[src/hdl/cpm_pkg.sv]
// Shared types and constants for the circular pattern matcher.
// No dependencies; imported by every module under hdl/.
package cpm_pkg;

    localparam int CHAR_W              = 8;
    localparam int PAT_BITS            = 64;
    localparam int LEN_W               = 4;
    localparam int CFG_IDX_W           = 2;
    localparam int DEFAULT_MAX_PATTERN = 8;

    // configuration register indexes
    localparam logic [CFG_IDX_W-1:0] REG_PATTERN_CHARS  = 2'd0;
    localparam logic [CFG_IDX_W-1:0] REG_PATTERN_LENGTH = 2'd1;

    typedef struct packed {
        logic [CHAR_W-1:0] text_char;
        logic              text_last;
    } in_item_t;

    typedef struct packed {
        logic found;
        logic found_last;
    } out_item_t;

    // window update controls from the stage logic
    typedef struct packed {
        logic load;         // a text character transfer this edge
        logic retire_last;  // the item leaving the stage closes its text
    } win_ctrl_t;

endpackage

[src/hdl/circular_pattern_matcher.sv]
// Top level of the circular pattern matcher: config registers, stage and
// result registers. Depends on cpm_pkg, cpm_window, cpm_rot_cmp.
//
//  port group     dir  handshake          payload
//  s_*            in   s_valid / s_ready  in_item_t  (text_char, text_last)
//  m_*            out  m_valid / m_ready  out_item_t (found, found_last)
//  cfg_*          in   cfg_we             cfg_index, cfg_wdata
//
// One character per cycle unless stalled; each goes through the stage to m_valid.
// Stage 1 holds the shifted window, the rotation compare feeds the result register.
// m_ready low stalls the stage once the result register is full; s_ready then drops.
// Reset (aresetn low, synchronous) clears window, count, sticky flag and config.
module circular_pattern_matcher #(
    parameter int MAX_PATTERN = cpm_pkg::DEFAULT_MAX_PATTERN
) (
    input  logic                             aclk,
    input  logic                             aresetn,
    input  logic                             cfg_we,
    input  logic [cpm_pkg::CFG_IDX_W-1:0]    cfg_index,
    input  logic [cpm_pkg::PAT_BITS-1:0]     cfg_wdata,
    input  logic                             s_valid,
    output logic                             s_ready,
    input  cpm_pkg::in_item_t                s_data,
    output logic                             m_valid,
    input  logic                             m_ready,
    output cpm_pkg::out_item_t               m_data
);
    import cpm_pkg::*;

    localparam int CNT_W = $clog2(MAX_PATTERN + 1);

    logic [PAT_BITS-1:0] pat_chars_reg;
    logic [LEN_W-1:0]    pat_len_reg;

    logic      st_valid_reg, st_valid_next;
    logic      st_last_reg;
    logic      match_seen_reg, match_seen_next;
    logic      m_valid_reg, m_valid_next;
    out_item_t m_data_reg;

    logic      accept, out_take, advance, hit;
    win_ctrl_t win_ctrl;

    logic [MAX_PATTERN-1:0][CHAR_W-1:0] window;
    logic [CNT_W-1:0]                   count;

    always_ff @(posedge aclk) begin
        if (!aresetn) begin
            pat_chars_reg <= '0;
            pat_len_reg   <= '0;
        end else if (cfg_we) begin
            unique case (cfg_index)
                REG_PATTERN_CHARS:  pat_chars_reg <= cfg_wdata;
                REG_PATTERN_LENGTH: pat_len_reg   <= cfg_wdata[LEN_W-1:0];
                default: ;
            endcase
        end
    end

    assign out_take = !m_valid_reg || m_ready;
    assign advance  = st_valid_reg && out_take;
    assign s_ready  = !st_valid_reg || out_take;
    assign accept   = s_valid && s_ready;

    assign win_ctrl.load        = accept;
    assign win_ctrl.retire_last = advance && st_last_reg;

    cpm_window #(.MAX_PATTERN(MAX_PATTERN)) u_window (
        .aclk     (aclk),
        .aresetn  (aresetn),
        .ctrl     (win_ctrl),
        .new_char (s_data.text_char),
        .window   (window),
        .count    (count)
    );

    cpm_rot_cmp #(.MAX_PATTERN(MAX_PATTERN)) u_rot_cmp (
        .window         (window),
        .count          (count),
        .pattern_chars  (pat_chars_reg),
        .pattern_length (pat_len_reg),
        .hit            (hit)
    );

    always_comb begin
        st_valid_next = st_valid_reg;
        if (accept) begin
            st_valid_next = 1'b1;
        end else if (advance) begin
            st_valid_next = 1'b0;
        end

        match_seen_next = match_seen_reg;
        if (advance) begin
            match_seen_next = st_last_reg ? 1'b0 : (match_seen_reg || hit);
        end

        m_valid_next = m_valid_reg;
        if (advance) begin
            m_valid_next = 1'b1;
        end else if (m_ready) begin
            m_valid_next = 1'b0;
        end
    end

    always_ff @(posedge aclk) begin
        if (!aresetn) begin
            st_valid_reg   <= 1'b0;
            match_seen_reg <= 1'b0;
            m_valid_reg    <= 1'b0;
        end else begin
            st_valid_reg   <= st_valid_next;
            match_seen_reg <= match_seen_next;
            m_valid_reg    <= m_valid_next;
        end
    end

    always_ff @(posedge aclk) begin
        if (accept) begin
            st_last_reg <= s_data.text_last;
        end
        if (advance) begin
            m_data_reg.found      <= match_seen_reg || hit;
            m_data_reg.found_last <= st_last_reg;
        end
    end

    assign m_valid = m_valid_reg;
    assign m_data  = m_data_reg;

    // a text that closes with nothing behind it leaves a clean window
    a_clear_after_last: assert property (@(posedge aclk) disable iff (!aresetn)
        (advance && st_last_reg && !accept) |=>
            (count == '0 && window == '0 && !match_seen_reg))
        else $error("state not cleared after last character");

    // the sticky flag only changes when a stage item moves to the result register
    a_sticky_on_advance: assert property (@(posedge aclk) disable iff (!aresetn)
        $rose(match_seen_reg) |-> $past(advance))
        else $error("match flag set without a stage transfer");

    a_empty_pattern: assert property (@(posedge aclk) disable iff (!aresetn)
        (pat_len_reg == '0) |-> !hit)
        else $error("empty pattern reported a hit");

    a_count_bound: assert property (@(posedge aclk) disable iff (!aresetn)
        count <= CNT_W'(MAX_PATTERN))
        else $error("seen count past window depth");

    // a result only appears after a stage item was handed over
    a_result_source: assert property (@(posedge aclk) disable iff (!aresetn)
        $rose(m_valid_reg) |-> $past(st_valid_reg))
        else $error("result without a stage item");

endmodule

[src/hdl/cpm_window.sv]
// Recent-character window and saturating seen count.
// Depends on cpm_pkg.
module cpm_window #(
    parameter int MAX_PATTERN = cpm_pkg::DEFAULT_MAX_PATTERN
) (
    input  logic                                         aclk,
    input  logic                                         aresetn,
    input  cpm_pkg::win_ctrl_t                           ctrl,
    input  logic [cpm_pkg::CHAR_W-1:0]                   new_char,
    output logic [MAX_PATTERN-1:0][cpm_pkg::CHAR_W-1:0]  window,
    output logic [$clog2(MAX_PATTERN+1)-1:0]             count
);
    import cpm_pkg::*;

    localparam int CNT_W = $clog2(MAX_PATTERN + 1);
    localparam logic [CNT_W-1:0] CNT_MAX = CNT_W'(MAX_PATTERN);

    logic [MAX_PATTERN-1:0][CHAR_W-1:0] window_reg, window_next, window_base;
    logic [CNT_W-1:0]                   count_reg, count_next, count_base;

    always_comb begin
        // a text that just ended starts the new character from a clean window
        window_base = ctrl.retire_last ? '0 : window_reg;
        count_base  = ctrl.retire_last ? '0 : count_reg;
        window_next = window_reg;
        count_next  = count_reg;
        if (ctrl.load) begin
            for (int i = MAX_PATTERN - 1; i > 0; i--) begin
                window_next[i] = window_base[i-1];
            end
            window_next[0] = new_char;
            count_next     = (count_base == CNT_MAX) ? CNT_MAX : count_base + CNT_W'(1);
        end else if (ctrl.retire_last) begin
            window_next = '0;
            count_next  = '0;
        end
    end

    always_ff @(posedge aclk) begin
        if (!aresetn) begin
            window_reg <= '0;
            count_reg  <= '0;
        end else begin
            window_reg <= window_next;
            count_reg  <= count_next;
        end
    end

    assign window = window_reg;
    assign count  = count_reg;

endmodule

[src/hdl/cpm_rot_cmp.sv]
// Parallel compare of the window against every rotation of the pattern,
// one compare bank per possible length. Depends on cpm_pkg.
module cpm_rot_cmp #(
    parameter int MAX_PATTERN = cpm_pkg::DEFAULT_MAX_PATTERN
) (
    input  logic [MAX_PATTERN-1:0][cpm_pkg::CHAR_W-1:0]  window,
    input  logic [$clog2(MAX_PATTERN+1)-1:0]             count,
    input  logic [cpm_pkg::PAT_BITS-1:0]                 pattern_chars,
    input  logic [cpm_pkg::LEN_W-1:0]                    pattern_length,
    output logic                                         hit
);
    import cpm_pkg::*;

    localparam int CNT_W = $clog2(MAX_PATTERN + 1);
    localparam logic [LEN_W-1:0] LEN_MAX = LEN_W'(MAX_PATTERN);

    logic [LEN_W-1:0]     eff_len;
    logic [CNT_W-1:0]     eff_sel;
    logic [MAX_PATTERN:0] len_hit;

    // lengths above the window depth act as the full depth
    assign eff_len    = (pattern_length > LEN_MAX) ? LEN_MAX : pattern_length;
    assign eff_sel    = eff_len[CNT_W-1:0];
    assign len_hit[0] = 1'b0;

    for (genvar gn = 1; gn <= MAX_PATTERN; gn++) begin : g_len
        logic [gn-1:0] rot_ok;
        for (genvar gr = 0; gr < gn; gr++) begin : g_rot
            logic [gn-1:0] byte_eq;
            // window entry gn-1 is the oldest of the newest gn characters
            for (genvar gk = 0; gk < gn; gk++) begin : g_chr
                localparam int PAT_IDX = (gr + gk) % gn;
                assign byte_eq[gk] =
                    (window[gn-1-gk] == pattern_chars[CHAR_W*PAT_IDX +: CHAR_W]);
            end
            assign rot_ok[gr] = &byte_eq;
        end
        assign len_hit[gn] = |rot_ok;
    end

    assign hit = (eff_sel != '0) && (count >= eff_sel) && len_hit[eff_sel];

endmodule

[config.mk]
export PLATFORM = sky130hd
export DESIGN_NAME = circular_pattern_matcher
export DESIGN_NICKNAME = d
export VERILOG_FILES = /design/src/hdl/cpm_pkg.sv /design/src/hdl/circular_pattern_matcher.sv /design/src/hdl/cpm_window.sv /design/src/hdl/cpm_rot_cmp.sv
export SDC_FILE = /design/constraint.sdc
export NUM_CORES = 1
export LEC_CHECK = 0
export ABC_AREA = 1
export BUFFER_PORTS_ARGS = -buffer_cell sky130_fd_sc_hd__buf_2
export CAP_MARGIN = 20
export CORE_ASPECT_RATIO = 1.25
export CORE_MARGIN = 10
export CORE_UTILIZATION = 64
export CTS_BUF_LIST = sky130_fd_sc_hd__clkbuf_4 sky130_fd_sc_hd__clkbuf_8
export CTS_CLUSTER_SIZE = 30
export DETAILED_ROUTE_END_ITERATION = 7
export PLACE_DENSITY = 0.83
export SLEW_MARGIN = 40
export SYNTH_ARGS = -nofsm -noshare
export SYNTH_HDL_FRONTEND = slang
export SYNTH_SLANG_ARGS = --single-unit
[constraint.sdc]
create_clock -name aclk -period 2.6 [get_ports aclk]
set_clock_uncertainty 0.15 [all_clocks]
set_input_delay 0.13 -clock aclk [delete_from_list [all_inputs] [get_ports aclk]]
set_output_delay 0.13 -clock aclk [all_outputs]
set_load 0.01 [all_outputs]
### After elaboration in Yosys (flattened, before gate mapping)

Cells that the tools add are included.

* logic and storage cells: 159
* output and inout bits: 4
* flip-flop bits (word level): 142

* $add $sub $neg: 1
* muxes and demuxes: 13
* equality and inequality tests: 66
* reductions and logical operators: 59
* $lt $le $gt $ge: 3

Operators by type and width (number)
* equality test 8 bit: 64
* 2-to-1 mux 64 bit: 2
* AND reduction 8 bit: 8
* AND reduction 7 bit: 7
* AND reduction 6 bit: 6
* AND reduction 5 bit: 5
* 2-to-1 mux 4 bit: 4
* AND reduction 4 bit: 4
* AND reduction 3 bit: 3
* AND reduction 2 bit: 4
* OR reduction 8 bit: 1
* OR reduction 7 bit: 1
* 2-to-1 mux 1 bit: 6
* nonzero test 2 bit: 3
* OR reduction 6 bit: 1
* logical AND 1 bit: 5
* less-than comparator 4 x 5 -> 1 bit, second input constant: 1
* OR reduction 5 bit: 1
* adder 4 x 1 -> 4 bit, second input constant: 1
* binary-select mux 1 bit (select 4 bit): 1
* equality test 4 bit, second input constant: 1
* greater-or-equal comparator 4 bit: 1
* greater-than comparator 4 bit, second input constant: 1
* nonzero test 4 bit: 1
* other kinds (7): 10

### Depth between registers and ports, before layout

* depth in word-level cells: 8
* gate-level depth with buffers: 20
* mapped depth without buffers: 19

### Modules after synthesis

A second synthesis with hierarchy kept.

* cell total of the unflattened synthesis: 2844
* area total of the unflattened synthesis: 15733.8 um^2

Modules (own cells, without submodules)
* cpm_rot_cmp: cells each 2197, seq. area each 0.0 um^2, instances 1, area an instance 10121.0 um^2
* cpm_window: cells each 325, seq. area each 1361.3 um^2, instances 1, area an instance 3019.1 um^2
* circular_pattern_matcher: cells each 322, seq. area each 1511.4 um^2, instances 1, area an instance 2593.7 um^2

### Worst setup path after synthesis

Ideal clock, no wire load.

* path type: reg-to-reg
* start: register pat_len_reg[3]
* end: register m_data_reg (netlist bit m_data[1]) (data pin)
* buffers on the path: 0
* arrival: 1478 ps
* setup time: 253 ps
* stages on the path, launching flop included: 13
* path slack: 719 ps
* cells stage by stage: dfxtp_1 inv_1 nand2_1 inv_1 ha_1 inv_1 a21boi_0 o21ai_0 nand2_1 a21oi_1 nor2_2 nand2_2 nand2_1

* cells in the longest elaborated chain, start to end: 6
* elaborated cells on any way between the ends: 9
* those cells by class: 2 x order compare; 3 x mux; 4 x reduce/logical

RTL lines
* start: declaration: line circular_pattern_matcher.sv:33 `logic [LEN_W-1:0] pat_len_reg;`
* start signal: assignment: line circular_pattern_matcher.sv:54 `REG_PATTERN_LENGTH: pat_len_reg <= cfg_wdata[LEN_W-1:0];`
* greater-than comparator 4 bit: line cpm_rot_cmp.sv:22 `assign eff_len = (pattern_length > LEN_MAX) ? LEN_MAX : pattern_length;`
* 2-to-1 mux 4 bit (*): line cpm_rot_cmp.sv:22
* binary-select mux 1 bit (select 4 bit) (tied with other cells): line cpm_rot_cmp.sv:41 `assign hit = (eff_sel != '0) && (count >= eff_sel) && len_hit[eff_sel];`
* 2-to-1 mux 1 bit (implied by the code) / logical AND 1 bit (equally long branches): line cpm_rot_cmp.sv:41
* logical AND 1 bit (*): line cpm_rot_cmp.sv:41
* logical OR 1 bit (*): line circular_pattern_matcher.sv:123 `m_data_reg.found <= match_seen_reg || hit;`
* end: declaration: line circular_pattern_matcher.sv:39 `out_item_t m_data_reg;`

Mark *: on every way between the ends. The rest lies on a longest branch, timed or not. The select of a mux whose other input is x is not followed.
A chain may end at the register's enable or synchronous reset.

### Worst setup path after layout

* start: register pat_chars_reg[49]
* end: register m_data_reg (netlist bit m_data[1]) (data pin)

* cells in the longest elaborated chain, start to end: 7
* elaborated cells on any way between the ends: 29
* those cells by class: 8 x eq/ne; 2 x mux; 19 x reduce/logical

RTL lines
* start: declaration: line circular_pattern_matcher.sv:32 `logic [PAT_BITS-1:0] pat_chars_reg;`
* start signal: assignment: line circular_pattern_matcher.sv:53 `REG_PATTERN_CHARS: pat_chars_reg <= cfg_wdata;`
* equality test 8 bit: line cpm_rot_cmp.sv:34 `(window[gn-1-gk] == pattern_chars[CHAR_W*PAT_IDX +: CHAR_W]);`
* AND reduction 8 bit / AND reduction 7 bit (equally long branches): line cpm_rot_cmp.sv:36 `assign rot_ok[gr] = &byte_eq;`
* OR reduction 8 bit / OR reduction 7 bit (equally long branches): line cpm_rot_cmp.sv:38 `assign len_hit[gn] = |rot_ok;`
* binary-select mux 1 bit (select 4 bit) (*): line cpm_rot_cmp.sv:41
* 2-to-1 mux 1 bit (implied by the code) (*): line cpm_rot_cmp.sv:41
* logical AND 1 bit (*): line cpm_rot_cmp.sv:41
* logical OR 1 bit (*): line circular_pattern_matcher.sv:123

Marks and branches as above.

==> impl_results.md <==
- Status: finished with violations
- Failing checks: DRC, setup timing
- Seq/Total Area, Yosys: between 20% and 30%
- Dpl cells: about 2,700
- CP max stage cell: dfxtp_1
- CP Depth: 16
- Starting density of the core: 64.8%
- Number of synthesized register bits: 142
- Largest net degree at the start of global routing: ~120
- Hold path depth: 5
- Max frequency: ~380 MHz
- # setup viols final: 2
- Final WL: 64,500 um
- Critical path class: reg2reg
- DRC: 9
- Die area: about 28,000 um^2
- Yosys top cell by area: nand2_1
- Max-cap violations: 0
- CP cell instances: xor2_1 > nor2_1 > nand2_1 > nor2_1 > nand2_1 > nor2_1 > nand2_1 > nand2_1 > nor2_1 > nand2_1 > nand3_1 > nand2_1 > nand2_1 > nand2_1 > nand2_2 > nand2_1
- Final core utilization: 75.6%
- CTS root buf: clkbuf_8
- Area fraction of the dominant cell type after synthesis: between 20% and 30%
- Final GP Congestion: 1.22
- FP Rows: 60
- Layout cells sized above 1: about 16%
- Max VDD drop: between 0.3 and 0.4 mV
- Die Wd: 152 um
- All-layer global routing usage: 43.8%
- ANT nets after route: 0
- PD cells: 422 nW/um^2
- # IOs: 84
- First-pass GRT wire length: between 90,000 and 100,000 um
- Post-layout minimum cycle time: 2.63 ns
- Maximum root-to-sink buffer count: 2
- TritonCTS clock tree: built
- Depth of the CTS H-tree: 4
- Routed length per instance: 23.1 um
- Largest cells by area after synthesis: nand2_1 (20%), dfxtp_1 (20%), xor2_1 (11%)
- Ys Warns: 0
- Slew HR: 55.6%
- Mapped Nets: 2,413
- Core Area: 21,500 um^2
- Cell Area, Synth: 13,900 um^2
- Crit start category: register
- Worst r2r path cells: 16
- Critical Path RT: 2.81 ns
- Clk sinks: 142
- Min Hold Slack: 0.0314 ns
- Num CTS Buffers: 17
- Area of the multi-input gates: about 9000 um^2
- Slew Limit Fails: 0
- Synth-to-layout area growth: 16.7%
- Iter 0 DRT Violations: about 3,300
- Crit path max fanout: 9
- Number of global-route vias before repair: 16,143
- Clock Pin Slew Worst Setup and Hold Paths: 0.11 ns
- Library cells used by synthesis: 39
- HP Class: in2reg
- Hpwl dp: 45,100 um
- Non-Filler Instances: 2,793
- Detailed Routing Iterations Pass 1: 8
- Initial antenna violation count: 1
- Overflow after GRT: 0
- Number of setup buffers added after CTS: 0
- Die height: 185 um
- FF/Latch Area: 2920 um^2
- Syn Inst Count: 2,327
- LEAKAGE: 8.40 nW
- Worst-Margin Slew: 0.666 ns
- Port Buffer Count: 83
- Final worst setup slack: -0.0310 ns
- Fin crit share: 101%
- Later-pin clock latency in the skew report: 0.50 ns
- Via Count: 17,355
- DP Worst Slack: 0.0992 ns
- Max stage delay on crit path: 0.67 ns
- Nets@finish: 2,585
- Final hold viol count: 0
- Most frequent cell on the critical path: nand2_1
- Crit path DAT: 2.84 ns
- Via density: 6.21
- CP bufs+invs: 0
- Delay-heaviest family, CP: simple AND/OR/NAND/NOR gates
- Critical Path End Type: register
- Mapped Avg Cell Area: roughly 6.0 um^2
- Number of fill cells: 1,676
==> layout by cell type (no fill, tap or decap), types with 52 or more instances in the layout <==
cell	Yosys	final
a21oi_1	144	143
buf_2	46	83
buf_4	56	159
dfxtp_1	139	100
dlygate4sd3_1	0	82
inv_1	127	126
nand2_1	757	753
nand3_1	144	144
nand4_1	52	52
nor2_1	270	264
o21ai_0	82	82
xnor2_1	126	126
xor2_1	180	180
==> worst register-to-register path, stage by stage, from the launching register on <==
cell,delay [ns]
dfxtp_1,0.67
xor2_1,0.18
nor2_1,0.42
nand2_1,0.14
nor2_1,0.15
nand2_1,0.11
nor2_1,0.10
nand2_1,0.05
nand2_1,0.07
nor2_1,0.05
nand2_1,0.05
nand3_1,0.06
nand2_1,0.07
nand2_1,0.05
nand2_1,0.07
nand2_2,0.06
nand2_1,0.05
==> synth_stat cells, drive strengths merged <==
cell type / number
a21boi: 1
nor2: 282
nor4: 2
or2: 1
dfxtp: 139
edfxtp: 3
clkinv: 2
clkbuf: 50
o21ai: 83
inv: 179
nor2b: 2
ha: 6
o2111ai: 1
nand2b: 1
and2: 9
xnor2: 127
xor2: 180
a21oi: 146
a31oi: 1
o211ai: 1
buf: 130
nand4: 52
nand2: 761
nand3: 146
nor3b: 1
nor3: 21
==> area by class of cell <==
| type | count | area share, % |
|---|---|---|
| clock inverters | 14 | 1.07 |
| repair buffers | 333 | 16.0 |
| well taps | 279 | 2.15 |
| flip-flops and latches | 142 | 18.0 |
| diodes | 2 | 0.0308 |
| multi-input cells | 1824 | 56.8 |
| inverters | 181 | 4.45 |
| clock buffers | 18 | 1.49 |
==> cells by family (layout without fill, tap and decap cells) <==
group | after synthesis | in the layout | share of synthesized area, %
compound gates | 233 | 233 | 8.50
fa+ha+maj | 6 | 6 | 0.539
flops | 142 | 142 | 20.6
xor+xnor | 307 | 307 | 19.4
simple gates | 1278 | 1278 | 37.6
other cells | 0 | 2 | 0
buf+inv | 361 | 546 | 13.3
==> through the flow <==
step | area (um^2) | TNS (ns) | total power [mW]
final | 16200 | -0.0431 | 6.85
after global routing | 16200 | -0.0186 | 7.00
after CTS | 16200 | 0 | 6.60
after detailed placement | 14900 | 0 | 4.50
after global placement | 14900 | 0 | 4.48
after floorplan | 13900 | 0 | 3.79
==> power by group <==
| group | internal [mW] | leakage [nW] | switching (mW) |
|---|---|---|---|
| Sequential | 2.27 | 1.18 | 0.185 |
| Combinational | 0.824 | 7.01 | 1.47 |
| Clock | 0.909 | 0.212 | 1.20 |
==> routing by layer <==
| metal | vias to the layer above | wire (um) | GRT usage, % |
|---|---|---|---|
| met1 | 7666 | 21400 | 51.4 |
| met4 | 0 | 6330 | 35.3 |
| met2 | 1660 | 27100 | 66.6 |
| li1 | 7555 | - | - |
| met3 | 474 | 9630 | 11.6 |
| met5 | - | 0 | 0 |
==> what timing repair did <==
| action | in CTS | in global routing |
|---|---|---|
| hold endpoints to repair | 80 | 0 |
| resized for setup | 0 | 49 |
| setup endpoints to repair | 0 | 2 |
| hold buffers | 82 | 0 |
==> final timing paths <==
kind                                     to  slack [ns]                            from
min          pat_chars_reg[48]$_SDFFE_PN0P_        0.03                    cfg_index[0]
min reg2reg     match_seen_reg$_SDFFE_PN0P_        0.34     match_seen_reg$_SDFFE_PN0P_
max                     m_data[1]$_DFFE_PP_       -0.03  pat_chars_reg[49]$_SDFFE_PN0P_
max reg2reg             m_data[1]$_DFFE_PP_       -0.03  pat_chars_reg[49]$_SDFFE_PN0P_
Power figures use the tool's default switching activity.
